--- src/hw/rtl/deq_pkg.sv ---
package deq_pkg;

  localparam int DEPTH_DEF      = 16;
  localparam int DATA_WIDTH_DEF = 32;

  localparam int ACT_W = 3;
  localparam int ST_W  = 2;

  typedef logic [ACT_W-1:0] op_t;
  typedef logic [ST_W-1:0]  status_t;

  localparam op_t OP_PUSH_FRONT = 3'd0;
  localparam op_t OP_PUSH_BACK  = 3'd1;
  localparam op_t OP_POP_FRONT  = 3'd2;
  localparam op_t OP_POP_BACK   = 3'd3;
  localparam op_t OP_LIST_FWD   = 3'd4;
  localparam op_t OP_LIST_BWD   = 3'd5;
  localparam op_t OP_NOP        = 3'd6;

  localparam status_t ST_DONE  = 2'd0;
  localparam status_t ST_EMPTY = 2'd1;
  localparam status_t ST_FULL  = 2'd2;
  localparam status_t ST_ENTRY = 2'd3;

  // command queue head as seen by the back end
  typedef struct packed {
    logic valid;
    op_t  op;
  } cmd_ctl_t;

endpackage

--- src/hw/rtl/deq_front.sv ---
module deq_front import deq_pkg::*; #(
  parameter int DATA_WIDTH = DATA_WIDTH_DEF
) (
  input  logic                  clk,
  input  logic                  rst_n,
  input  logic                  in_valid,
  output logic                  in_ready,
  input  op_t                   in_action,
  input  logic [DATA_WIDTH-1:0] in_value,
  output cmd_ctl_t              head_ctl,
  output logic [DATA_WIDTH-1:0] head_value,
  input  logic                  head_pop
);

  op_t                   op_q_r  [2];
  logic [DATA_WIDTH-1:0] val_q_r [2];
  logic                  wr_ptr_r, wr_ptr_nxt;
  logic                  rd_ptr_r, rd_ptr_nxt;
  logic [1:0]            fill_r, fill_nxt;
  op_t                   op_cls;
  logic                  push;
  logic                  pop;

  always_comb begin
    if (in_action > OP_LIST_BWD) begin
      op_cls = OP_NOP;
    end else begin
      op_cls = in_action;
    end
  end

  assign in_ready = (fill_r != 2'd2);
  assign push     = in_valid && in_ready;
  assign pop      = head_pop && (fill_r != 2'd0);

  assign head_ctl.valid = (fill_r != 2'd0);
  assign head_ctl.op    = op_q_r[rd_ptr_r];
  assign head_value     = val_q_r[rd_ptr_r];

  always_comb begin
    wr_ptr_nxt = push ? ~wr_ptr_r : wr_ptr_r;
    rd_ptr_nxt = pop ? ~rd_ptr_r : rd_ptr_r;
    fill_nxt   = fill_r + 2'(push) - 2'(pop);
  end

  always_ff @(posedge clk) begin
    if (!rst_n) begin
      wr_ptr_r <= 1'b0;
      rd_ptr_r <= 1'b0;
      fill_r   <= 2'd0;
    end else begin
      wr_ptr_r <= wr_ptr_nxt;
      rd_ptr_r <= rd_ptr_nxt;
      fill_r   <= fill_nxt;
    end
  end

  always_ff @(posedge clk) begin
    if (push) begin
      op_q_r[wr_ptr_r]  <= op_cls;
      val_q_r[wr_ptr_r] <= in_value;
    end
  end

endmodule

--- src/hw/rtl/deq_back.sv ---
module deq_back import deq_pkg::*; #(
  parameter int DEPTH      = DEPTH_DEF,
  parameter int DATA_WIDTH = DATA_WIDTH_DEF,
  localparam int AW        = $clog2(DEPTH),
  localparam int CW        = $clog2(DEPTH + 1)
) (
  input  logic                  clk,
  input  logic                  rst_n,
  input  cmd_ctl_t              head_ctl,
  input  logic [DATA_WIDTH-1:0] head_value,
  output logic                  head_pop,
  output logic                  out_valid,
  input  logic                  out_ready,
  output status_t               out_status,
  output logic [DATA_WIDTH-1:0] out_entry,
  output logic [CW-1:0]         out_count,
  output logic                  out_last
);

  localparam int SW = CW + 1;

  function automatic logic [AW-1:0] wrap_add(input logic [AW-1:0] a, input logic [CW-1:0] b);
    logic [SW-1:0] s;
    s = SW'(a) + SW'(b);
    if (s >= SW'(DEPTH)) begin
      s = s - SW'(DEPTH);
    end
    return s[AW-1:0];
  endfunction

  function automatic logic [AW-1:0] ptr_inc(input logic [AW-1:0] a);
    return (a == AW'(DEPTH - 1)) ? '0 : a + AW'(1);
  endfunction

  function automatic logic [AW-1:0] ptr_dec(input logic [AW-1:0] a);
    return (a == '0) ? AW'(DEPTH - 1) : a - AW'(1);
  endfunction

  logic [DATA_WIDTH-1:0] store_r [DEPTH];
  logic [DATA_WIDTH-1:0] rd_data_r;

  logic [AW-1:0] fp_r, fp_nxt;
  logic [CW-1:0] cnt_r, cnt_nxt;
  logic          lst_busy_r, lst_busy_nxt;
  logic          lst_fwd_r, lst_fwd_nxt;
  logic [AW-1:0] lst_addr_r, lst_addr_nxt;
  logic [CW-1:0] lst_rem_r, lst_rem_nxt;
  logic          s2_valid_r, s2_valid_nxt;
  logic          s2_last_r;
  logic          out_valid_r, out_valid_nxt;
  status_t       out_status_r;
  logic [DATA_WIDTH-1:0] out_entry_r;
  logic [CW-1:0] out_count_r;
  logic          out_last_r;

  logic          out_free;
  logic          exec;
  logic          iss;
  logic          move;
  logic          full;
  logic          empty;
  logic          wr_en;
  logic [AW-1:0] wr_addr;
  logic          start_list;
  status_t       res_status;

  assign out_free = !out_valid_r || out_ready;
  assign exec     = head_ctl.valid && !lst_busy_r && !s2_valid_r && out_free;
  assign iss      = lst_busy_r && (!s2_valid_r || out_free);
  assign move     = s2_valid_r && out_free;
  assign full     = (cnt_r == CW'(DEPTH));
  assign empty    = (cnt_r == '0);
  assign head_pop = exec;

  always_comb begin
    fp_nxt       = fp_r;
    cnt_nxt      = cnt_r;
    wr_en        = 1'b0;
    wr_addr      = ptr_dec(fp_r);
    start_list   = 1'b0;
    res_status   = ST_DONE;
    lst_fwd_nxt  = lst_fwd_r;
    lst_addr_nxt = lst_addr_r;
    unique case (head_ctl.op)
      OP_PUSH_FRONT, OP_PUSH_BACK: begin
        if (full) begin
          res_status = ST_FULL;
        end else begin
          wr_en   = exec;
          cnt_nxt = cnt_r + CW'(1);
          if (head_ctl.op == OP_PUSH_FRONT) begin
            fp_nxt = ptr_dec(fp_r);
          end else begin
            wr_addr = wrap_add(fp_r, cnt_r);
          end
        end
      end
      OP_POP_FRONT, OP_POP_BACK: begin
        if (empty) begin
          res_status = ST_EMPTY;
        end else begin
          cnt_nxt = cnt_r - CW'(1);
          if (head_ctl.op == OP_POP_FRONT && cnt_r != CW'(1)) begin
            fp_nxt = ptr_inc(fp_r);
          end
        end
      end
      OP_LIST_FWD, OP_LIST_BWD: begin
        if (empty) begin
          res_status = ST_EMPTY;
        end else begin
          start_list  = 1'b1;
          lst_fwd_nxt = (head_ctl.op == OP_LIST_FWD);
          if (exec) begin
            lst_addr_nxt = (head_ctl.op == OP_LIST_FWD) ? fp_r
                                                        : wrap_add(fp_r, cnt_r - CW'(1));
          end
        end
      end
      default: begin
        res_status = ST_DONE;
      end
    endcase

    lst_busy_nxt = lst_busy_r;
    lst_rem_nxt  = lst_rem_r;
    if (exec && start_list) begin
      lst_busy_nxt = 1'b1;
      lst_rem_nxt  = cnt_r;
    end else if (iss) begin
      lst_addr_nxt = lst_fwd_r ? ptr_inc(lst_addr_r) : ptr_dec(lst_addr_r);
      lst_rem_nxt  = lst_rem_r - CW'(1);
      lst_busy_nxt = (lst_rem_r != CW'(1));
    end

    if (iss) begin
      s2_valid_nxt = 1'b1;
    end else if (move) begin
      s2_valid_nxt = 1'b0;
    end else begin
      s2_valid_nxt = s2_valid_r;
    end

    if (move || (exec && !start_list)) begin
      out_valid_nxt = 1'b1;
    end else if (out_ready) begin
      out_valid_nxt = 1'b0;
    end else begin
      out_valid_nxt = out_valid_r;
    end
  end

  always_ff @(posedge clk) begin
    if (!rst_n) begin
      fp_r        <= '0;
      cnt_r       <= '0;
      lst_busy_r  <= 1'b0;
      s2_valid_r  <= 1'b0;
      out_valid_r <= 1'b0;
    end else begin
      if (exec) begin
        fp_r  <= fp_nxt;
        cnt_r <= cnt_nxt;
      end
      lst_busy_r  <= lst_busy_nxt;
      s2_valid_r  <= s2_valid_nxt;
      out_valid_r <= out_valid_nxt;
    end
  end

  always_ff @(posedge clk) begin
    if (exec) begin
      lst_fwd_r <= lst_fwd_nxt;
    end
    lst_addr_r <= lst_addr_nxt;
    lst_rem_r  <= lst_rem_nxt;
    if (iss) begin
      s2_last_r <= (lst_rem_r == CW'(1));
    end
    if (move) begin
      out_status_r <= ST_ENTRY;
      out_entry_r  <= rd_data_r;
      out_count_r  <= cnt_r;
      out_last_r   <= s2_last_r;
    end else if (exec && !start_list) begin
      out_status_r <= res_status;
      out_entry_r  <= '0;
      out_count_r  <= cnt_nxt;
      out_last_r   <= 1'b1;
    end
  end

  always_ff @(posedge clk) begin
    if (wr_en) begin
      store_r[wr_addr] <= head_value;
    end
    if (iss) begin
      rd_data_r <= store_r[lst_addr_r];
    end
  end

  assign out_valid  = out_valid_r;
  assign out_status = out_status_r;
  assign out_entry  = out_entry_r;
  assign out_count  = out_count_r;
  assign out_last   = out_last_r;

endmodule

--- src/hw/rtl/double_ended_queue_unit.sv ---
// Bounded double-ended queue of signed DATA_WIDTH-bit values in a DEPTH-entry ring store.
// Commands (in_tuser) push at the front or back, pop the front or back, or list all
// entries front-to-back or back-to-front; every result carries the count held after
// the command, status in out_tuser (done, empty, full, listed entry) and tlast on the
// final result of the command. Commands enter a two-entry queue, so input is taken
// while the back end works or the output stalls. Push, pop and no-op commands give one
// result each. A listing is started by its command and then reads one entry per cycle,
// while the output does not stall, through the single registered read port of the store;
// each entry passes from the read register to the output register. No clearing pass after
// reset; the store is only read where it was written.
module double_ended_queue_unit import deq_pkg::*; #(
  parameter int DEPTH      = DEPTH_DEF,
  parameter int DATA_WIDTH = DATA_WIDTH_DEF,
  localparam int CW        = $clog2(DEPTH + 1),
  localparam int IW        = ((DATA_WIDTH + 7) / 8) * 8,
  localparam int OW        = ((DATA_WIDTH + CW + 7) / 8) * 8
) (
  input  logic          clk,
  input  logic          rst_n,
  input  logic          in_tvalid,
  output logic          in_tready,
  input  logic [IW-1:0] in_tdata,   // value
  input  op_t           in_tuser,   // action
  output logic          out_tvalid,
  input  logic          out_tready,
  output logic [OW-1:0] out_tdata,  // entry_value, count
  output status_t       out_tuser,  // status
  output logic          out_tlast
);

  cmd_ctl_t              head_ctl;
  logic [DATA_WIDTH-1:0] head_value;
  logic                  head_pop;
  logic [DATA_WIDTH-1:0] out_entry;
  logic [CW-1:0]         out_count;

  deq_front #(
    .DATA_WIDTH(DATA_WIDTH)
  ) u_front (
    .clk       (clk),
    .rst_n     (rst_n),
    .in_valid  (in_tvalid),
    .in_ready  (in_tready),
    .in_action (in_tuser),
    .in_value  (in_tdata[DATA_WIDTH-1:0]),
    .head_ctl  (head_ctl),
    .head_value(head_value),
    .head_pop  (head_pop)
  );

  deq_back #(
    .DEPTH     (DEPTH),
    .DATA_WIDTH(DATA_WIDTH)
  ) u_back (
    .clk       (clk),
    .rst_n     (rst_n),
    .head_ctl  (head_ctl),
    .head_value(head_value),
    .head_pop  (head_pop),
    .out_valid (out_tvalid),
    .out_ready (out_tready),
    .out_status(out_tuser),
    .out_entry (out_entry),
    .out_count (out_count),
    .out_last  (out_tlast)
  );

  assign out_tdata = OW'({out_count, out_entry});

endmodule

--- config.mk ---
export PLATFORM = sky130hd
export DESIGN_NAME = double_ended_queue_unit
export DESIGN_NICKNAME = d
export VERILOG_FILES = /design/src/hw/rtl/deq_pkg.sv /design/src/hw/rtl/deq_front.sv /design/src/hw/rtl/deq_back.sv /design/src/hw/rtl/double_ended_queue_unit.sv
export SDC_FILE = /design/constraint.sdc
export NUM_CORES = 1
export LEC_CHECK = 0
export ABC_AREA = 1
export BUFFER_PORTS_ARGS = -buffer_cell sky130_fd_sc_hd__buf_2
export CORE_MARGIN = 2
export CORE_UTILIZATION = 60
export CTS_CLUSTER_SIZE = 12
export DETAILED_ROUTE_END_ITERATION = 8
export PLACE_DENSITY_LB_ADDON = 0.1
export SETUP_SLACK_MARGIN = 0.05
export SLEW_MARGIN = 20
export SYNTH_ARGS = -nofsm -noshare
export SYNTH_HDL_FRONTEND = slang
export SYNTH_SLANG_ARGS = --single-unit
export TNS_END_PERCENT = 20
--- constraint.sdc ---
create_clock -name clk -period 4.3 [get_ports clk]
set_input_delay 0 -clock clk [delete_from_list [all_inputs] [get_ports clk]]
set_output_delay 0 -clock clk [all_outputs]
set_load 0.05 [all_outputs]
==> results of run 1 <==
cells in the final DEF (no fill, tap or decap), types with 3 or more instances in the layout:
cell type	Yosys	final
nand3_2	8	8
o22ai_1	65	65
clkinv_1	0	11
nor2_1	393	374
edfxtp_1	659	659
nand2_1	270	269
nor2_2	4	4
clkbuf_16	0	71
clkbuf_1	61	19
buf_12	0	7
buf_4	7	28
conb_1	1	3
nand2_4	5	5
xor2_1	13	13
buf_2	36	80
nand4_1	4	4
dfxtp_2	0	3
inv_2	7	9
nand3_1	102	102
o21ai_1	60	60
a21oi_1	15	15
bufinv_16	0	3
inv_6	0	5
inv_1	85	82
nor2_4	3	22
o21ai_0	219	219
o211ai_1	67	67
dfxtp_1	23	18
nand2_2	6	7
dlygate4sd3_1	0	39
clkinv_2	0	4
xnor2_1	4	4
ha_1	18	18
path summary, 6_finish.rpt:
path	endpoint	slack, ns	depth (start not counted)
worst min register to register	u_back.out_status[0]$_SDFFE_PP1P_	0.48	2
worst max-delay path	u_back.store_r[0][13]$_DFFE_PP_	1.13	9
worst max register to register	u_back.store_r[0][13]$_DFFE_PP_	1.13	9
worst min-delay path	u_front.val_q_r[0][5]$_DFFE_PP_	0.12	2
kinds of logic (layout without fill, tap and decap cells):
| family | count (synthesis) | in the layout | synth area share |
|---|---|---|---|
| buf+inv | 216 | 361 | 0.0345 |
| fa+ha+maj | 20 | 20 | 0.00970 |
| other cells | 1 | 3 | 0.000137 |
| xor+xnor | 17 | 17 | 0.00544 |
| simple gates | 801 | 801 | 0.122 |
| flops | 682 | 682 | 0.740 |
| compound gates | 431 | 431 | 0.0885 |
final cells by class:
class	instances	area (um^2)	area share
sequential	682	20300	0.656
tap	600	751	0.0243
inverter	93	354	0.0115
clock inverter	24	235	0.00761
multi-input combinational	1272	6320	0.204
timing repair buffer	154	1140	0.0369
clock buffer	90	1850	0.0598
sequential cells by signal, summed over array words and instances, names as in the netlist, named ones only:
name               flops
u_back.out_last        1
u_back.cnt_r           5
u_back.out_valid       1
u_back.lst_rem_r       5
u_back.out_count       5
u_back.lst_busy_r      1
u_back.lst_fwd_r       1
u_back.out_status      2
u_back.lst_addr_r      4
u_front.op_q_r         6
u_back.store_r       512
u_back.s2_valid_r      1
u_front.wr_ptr_r       1
u_back.out_entry      32
u_back.rd_data_r      32
u_front.rd_ptr_r       1
u_back.s2_last_r       1
u_back.fp_r            4
u_front.val_q_r       64
u_front.fill_r         2
cells in the mapped netlist (13+ instances only):
cell type	n
nand3_1	102
buf_2	36
o21ai_1	60
dfxtp_1	23
inv_1	85
o21ai_0	219
o211ai_1	67
a21oi_1	15
xor2_1	13
clkbuf_1	61
ha_1	18
edfxtp_1	659
o22ai_1	65
nor2_1	393
nand2_1	270
metrics by stage:
step / std cells / setup slack [ns] / hold slack, ns / instance area, um^2
finish: 2915 / 1.13 / 0.122 / 30900
global route: 2915 / 0.897 / 0.121 / 30900
CTS: 2914 / 1.05 / 0.0977 / 30900
detailed placement: 2761 / 1.07 / 0.192 / 28400
global placement: 2761 / 1.21 / 0.188 / 28400
floorplan: 2170 / 1.01 / 0.0989 / 27400
layer usage:
metal  part of all wire  GRT usage
met5                  0          0
met4              0.026     0.0938
met3              0.075     0.0403
met2               0.48      0.434
met1               0.42      0.387
power breakdown:
part	leakage, nW	total, mW	switching [mW]	internal [mW]
Combinational	3.66	7.58	5.70	1.87
Sequential	6.19	9.02	0.272	8.75
Clock	1.01	5.62	2.40	3.22
Total	10.9	22.2	8.38	13.8
timing repair:
item,CTS,global route
hold buffers,39,0
hold endpoints to repair,82,0
resized for setup,0,0
==> results.json, run 1 <==
{
  "drt_wl_total_um": 63300,
  "maxSlewViolCount": 0,
  "syn2layout_area_growth_pct": 13.0,
  "crit_start": "u_back.cnt_r[1]$_SDFFE_PN0N_",
  "synth_flop_cell": "edfxtp_1",
  "drive_above_1_share": 0.115,
  "critPathLaunchType": "flip-flop",
  "routabilityCongestion": 0.858,
  "finalClockSkew_ns": 0.0177,
  "cts_setup_buffers": 0,
  "via_per_inst": 5.86,
  "tightest_slew_ns": 1.16,
  "hpwl_um": 36300,
  "ioPinCount": 84,
  "async_reset_ff_frac": 0,
  "period_share": 0.738,
  "slowest_delay_ns": 0.90,
  "crit_required_ns": 4.51,
  "cts_inserted_buffers": 71,
  "worstPathArrival_ns": 3.39,
  "cellLeakagePower_nw": 10.9,
  "synth_top_area_share": 0.723,
  "cts_sinks": 682,
  "ir_worst_vdd_mv": 0.968,
  "rsz0062_at_grt": "no",
  "synthesis.area_mm2": 0.0274,
  "slew_headroom": 0.227,
  "port_buffers": 80,
  "cpMaxStageDelayCell": "nor2_4",
  "wl_per_cell_um": 21.7,
  "clockRootBuffer": "clkbuf_16",
  "max_cap_viol_count": 0,
  "path_cells": "inv_1, ha_1, nand3_4, inv_2, nor2_4, nand4_2, nand2_1, nand2_1, nor2_4",
  "syn_inst": 2168,
  "synth.area.top_cells": "edfxtp_1 72%, nor2_1 5.4%, o21ai_0 4.0%, nand2_1 3.7%, nand3_1 1.9%",
  "hold_viol": 0,
  "grt_pass1_wl_um": 96600,
  "antenna_found_initial": 0,
  "grt_pass1_vias": 16600,
  "pwr_density_cell_mw_per_mm2": 719,
  "post-route-min-period_ns": 3.17,
  "synth_warnings": 0,
  "r2r_start": "u_back.cnt_r[1]$_SDFFE_PN0N_",
  "crit_type": "reg2reg",
  "ant_nets": 0,
  "ys_seq_elements": 682,
  "crit_fanout": 32,
  "initial_core_util": 0.605,
  "final_core_util": 0.684,
  "fmax_mhz": 315,
  "worstHoldStart": "in_tdata[5]",
  "path_clk_slew_ns": 0.06,
  "dr.pass1.iters": 5,
  "clock_latency_ns": 0.60,
  "die_y_um": 218,
  "end_kind": "flip-flop",
  "drc": 0,
  "cts_tree": "yes",
  "crit_family": "simple AND/OR/NAND/NOR gates",
  "cts_buffer_depth": 3,
  "die_area_mm2": 0.0473,
  "rows": 78,
  "grt_max_degree": 200,
  "status": "complete, no violations",
  "grt-ovfl-total": 0,
  "yosys.area.top_type": "edfxtp_1",
  "synth.avg_cell_area_um2": 12.6,
  "drt_iter0_drc": 2026,
  "antenna_cells": 0,
  "yosysSeqAreaShare": 0.740,
  "grt_util_all_layers": 0.272,
  "synth-edff-count": 659,
  "die_x_um": 218,
  "ys_types": 39,
  "core_area_mm2": 0.0452,
  "vias": 17100,
  "min_path_type": "in2reg",
  "path_buf_inv": 2,
  "htreeDepth": 3,
  "setup-tns-final_ns": 0,
  "nNetsFinal": 2333,
  "nFillCells": 3215,
  "finalPower_mw": 22.2,
  "setup_viol_count_final": 0
}
Note: power is estimated with default switching activity, not from simulation.
==> run 2, diff against run 1 <==
--- a/config.mk
+++ b/config.mk
@@ -8,7 +8,7 @@
 export ABC_AREA = 1
 export BUFFER_PORTS_ARGS = -buffer_cell sky130_fd_sc_hd__buf_2
 export CORE_MARGIN = 2
-export CORE_UTILIZATION = 60
+export CORE_UTILIZATION = 56
 export CTS_CLUSTER_SIZE = 12
 export DETAILED_ROUTE_END_ITERATION = 8
 export PLACE_DENSITY_LB_ADDON = 0.1
==> constraint.sdc (replaced) <==
create_clock -name clk -period 2.8 [get_ports clk]
set_input_delay 0 -clock clk [delete_from_list [all_inputs] [get_ports clk]]
set_output_delay 0 -clock clk [all_outputs]
set_load 0.05 [all_outputs]
==> run 2 against run 1 <==
Net effect:
- wire length grew 3.6%
- count of clock-buffer cells in the layout grew 6
- sequential share of layout area shrank 0.92 points
- cell count grew 1.5%
- critical path type unchanged
- largest cell class unchanged
==> results.json, run 2 (same netlist as run 1, synthesis figures left out) <==
{
  "status": "complete, no violations",
  "grt_pass1_wl_um": 99600,
  "max_cap_viol_count": 0,
  "period_share": 0.929,
  "post-route-min-period_ns": 2.60,
  "port_buffers": 80,
  "crit_start": "u_back.fp_r[0]$_SDFFE_PN0P_",
  "crit_required_ns": 3.08,
  "htreeDepth": 3,
  "antenna_found_initial": 0,
  "nNetsFinal": 2361,
  "dp_cells": 2806,
  "final_cells": 2960,
  "tightest_slew_ns": 1.11,
  "syn2layout_area_growth_pct": 14.6,
  "top_regs": "u_back.store_r: 512 flops, u_front.val_q_r: 64 flops",
  "crit_fanout": 32,
  "drt_wl_total_um": 65600,
  "nFillCells": 3493,
  "hold_viol": 0,
  "drc": 0,
  "switching_share": 0.380,
  "dpl_worst_slack_ns": 0.239,
  "via_per_inst": 5.81,
  "timing.hold.ws_ns": 0.126,
  "grt_pass1_vias": 16800,
  "setup-tns-final_ns": 0,
  "rsz0062_at_grt": "yes",
  "die_y_um": 225,
  "core_area_mm2": 0.0479,
  "setup_ws_ns": 0.198,
  "largest_reg_flops": 512,
  "pwr_density_cell_mw_per_mm2": 1110,
  "final_area_mm2": 0.0314,
  "grt_max_degree": 109,
  "combPwrFrac": 0.352,
  "seq_area_mm2": 0.0203,
  "cts_tree": "yes",
  "clockRootBuffer": "clkbuf_16",
  "seq_power_share": 0.399,
  "worstPathArrival_ns": 2.88,
  "fmax_mhz": 384,
  "ir_worst_vdd_mv": 0.757,
  "wl_per_cell_um": 22.1,
  "cts_inserted_buffers": 71,
  "drive_above_1_share": 0.126,
  "dr.pass1.iters": 6,
  "regMostFlops": "u_back.store_r",
  "initial_core_util": 0.571,
  "maxSlewViolCount": 0,
  "clock_latency_ns": 0.61,
  "timing.rr.end": "u_back.store_r[10][4]$_DFFE_PP_",
  "crit_end": "u_back.store_r[10][4]$_DFFE_PP_",
  "end_kind": "flip-flop",
  "die_area_mm2": 0.0506,
  "die_x_um": 225,
  "cellLeakagePower_nw": 11.1,
  "grt_util_all_layers": 0.265,
  "power.net_switching_mw": 13.2,
  "finalClockSkew_ns": 0.0237,
  "vias": 17200,
  "slew_headroom": 0.256,
  "hpwl_um": 39600,
  "placed_area_mm2": 0.0289,
  "r2r_slack_ns": 0.20,
  "cts_sinks": 682,
  "setup_viol_count_final": 0,
  "pwr-share-clk": 0.250,
  "final_common_cell": "edfxtp_1",
  "routabilityCongestion": 0.874,
  "ant_nets": 0,
  "internal-power_mw": 21.5,
  "rr_worst_depth": 8,
  "critPathLaunchType": "flip-flop",
  "crit_type": "reg2reg",
  "path_clk_slew_ns": 0.06,
  "grt-ovfl-total": 0,
  "multiInputGateArea_mm2": 0.00632,
  "ioPinCount": 84,
  "min_path_type": "in2reg",
  "final_cell_mix": "659 x edfxtp_1, 374 x nor2_1, 269 x nand2_1, 219 x o21ai_0, 102 x nand3_1",
  "cts_buffer_depth": 3,
  "r2r_start": "u_back.fp_r[0]$_SDFFE_PN0P_",
  "drt_iter0_drc": 1658,
  "rows": 80,
  "cts_setup_buffers": 0
}
run 2: cell count changes in the layout (fill, tap and decap cells not counted), sizes merged:
| cell | previous run | this run |
|---|---|---|
| buf | 115 | 144 |
| clkbuf | 90 | 96 |
| clkinv | 17 | 14 |
| diode | 0 | 1 |
| dlygate4sd3 | 39 | 38 |
| inv | 97 | 95 |
run 2: area by class of cell:
class / count / area share
flip-flops and latches: 682 / 0.646
multi-input cells: 1272 / 0.202
clock buffers: 96 / 0.0607
repair buffers: 182 / 0.0498
well taps: 615 / 0.0245
inverters: 93 / 0.0113
clock inverters: 19 / 0.00579
diodes: 1 / 0.0000798
run 2: what timing repair did:
action,4_1_cts,5_1_grt
setup endpoints to repair,0,10
gates resized for setup,0,1
hold buffers,38,0
hold endpoints to repair,82,0
run 2: critical path, stage by stage, from the launching register on:
cell and delay [ns]:
dfxtp_1 0.36, ha_1 0.24, fa_1 0.43, xnor2_1 0.23, nand3_1 0.11, nand2_1 0.08, nand3_1 0.33, nor2_4 0.22
buf_12 0.25
run 2: per-layer routing:
layer	GRT usage	wire, um
met2	0.445	32400
met5	0	0
met3	0.0382	3770
met4	0.0949	1780
met1	0.357	27600
run 2: worst min-delay path by stage:
| stage | slack, ns | end | cells past startpoint | from |
|---|---|---|---|---|
| floorplan | 0.1 | u_front.val_q_r[0][0]$_DFFE_PP_ | 0 | in_tdata[0] |
| global placement | 0.19 | u_front.val_q_r[0][13]$_DFFE_PP_ | 1 | in_tdata[13] |
| detailed placement | 0.19 | u_front.val_q_r[0][19]$_DFFE_PP_ | 1 | in_tdata[19] |
| CTS | 0.1 | u_front.val_q_r[0][22]$_DFFE_PP_ | 2 | in_tdata[22] |
| global route | 0.13 | u_front.val_q_r[1][10]$_DFFE_PP_ | 2 | in_tdata[10] |
| finish | 0.13 | u_front.val_q_r[0][11]$_DFFE_PP_ | 2 | in_tdata[11] |
run 2: metrics by stage:
step / utilization / total power [mW]
6_report: 0.654 / 34.7
5_1_grt: 0.654 / 36.5
4_1_cts: 0.654 / 34.9
3_5_place_dp: 0.602 / 26.2
3_3_place_gp: 0.602 / 26.0
2_1_floorplan: - / 22.0
run 2: power groups by stage:
stage / combinational, mW / clock (mW) / sequential [mW]
after floorplan: 7.01 / 0 / 15.0
after global placement: 12.0 / 0 / 14.0
after detailed placement: 12.2 / 0 / 14.0
after CTS: 12.3 / 8.81 / 13.8
after global routing: 13.4 / 9.20 / 13.9
final: 12.2 / 8.66 / 13.8
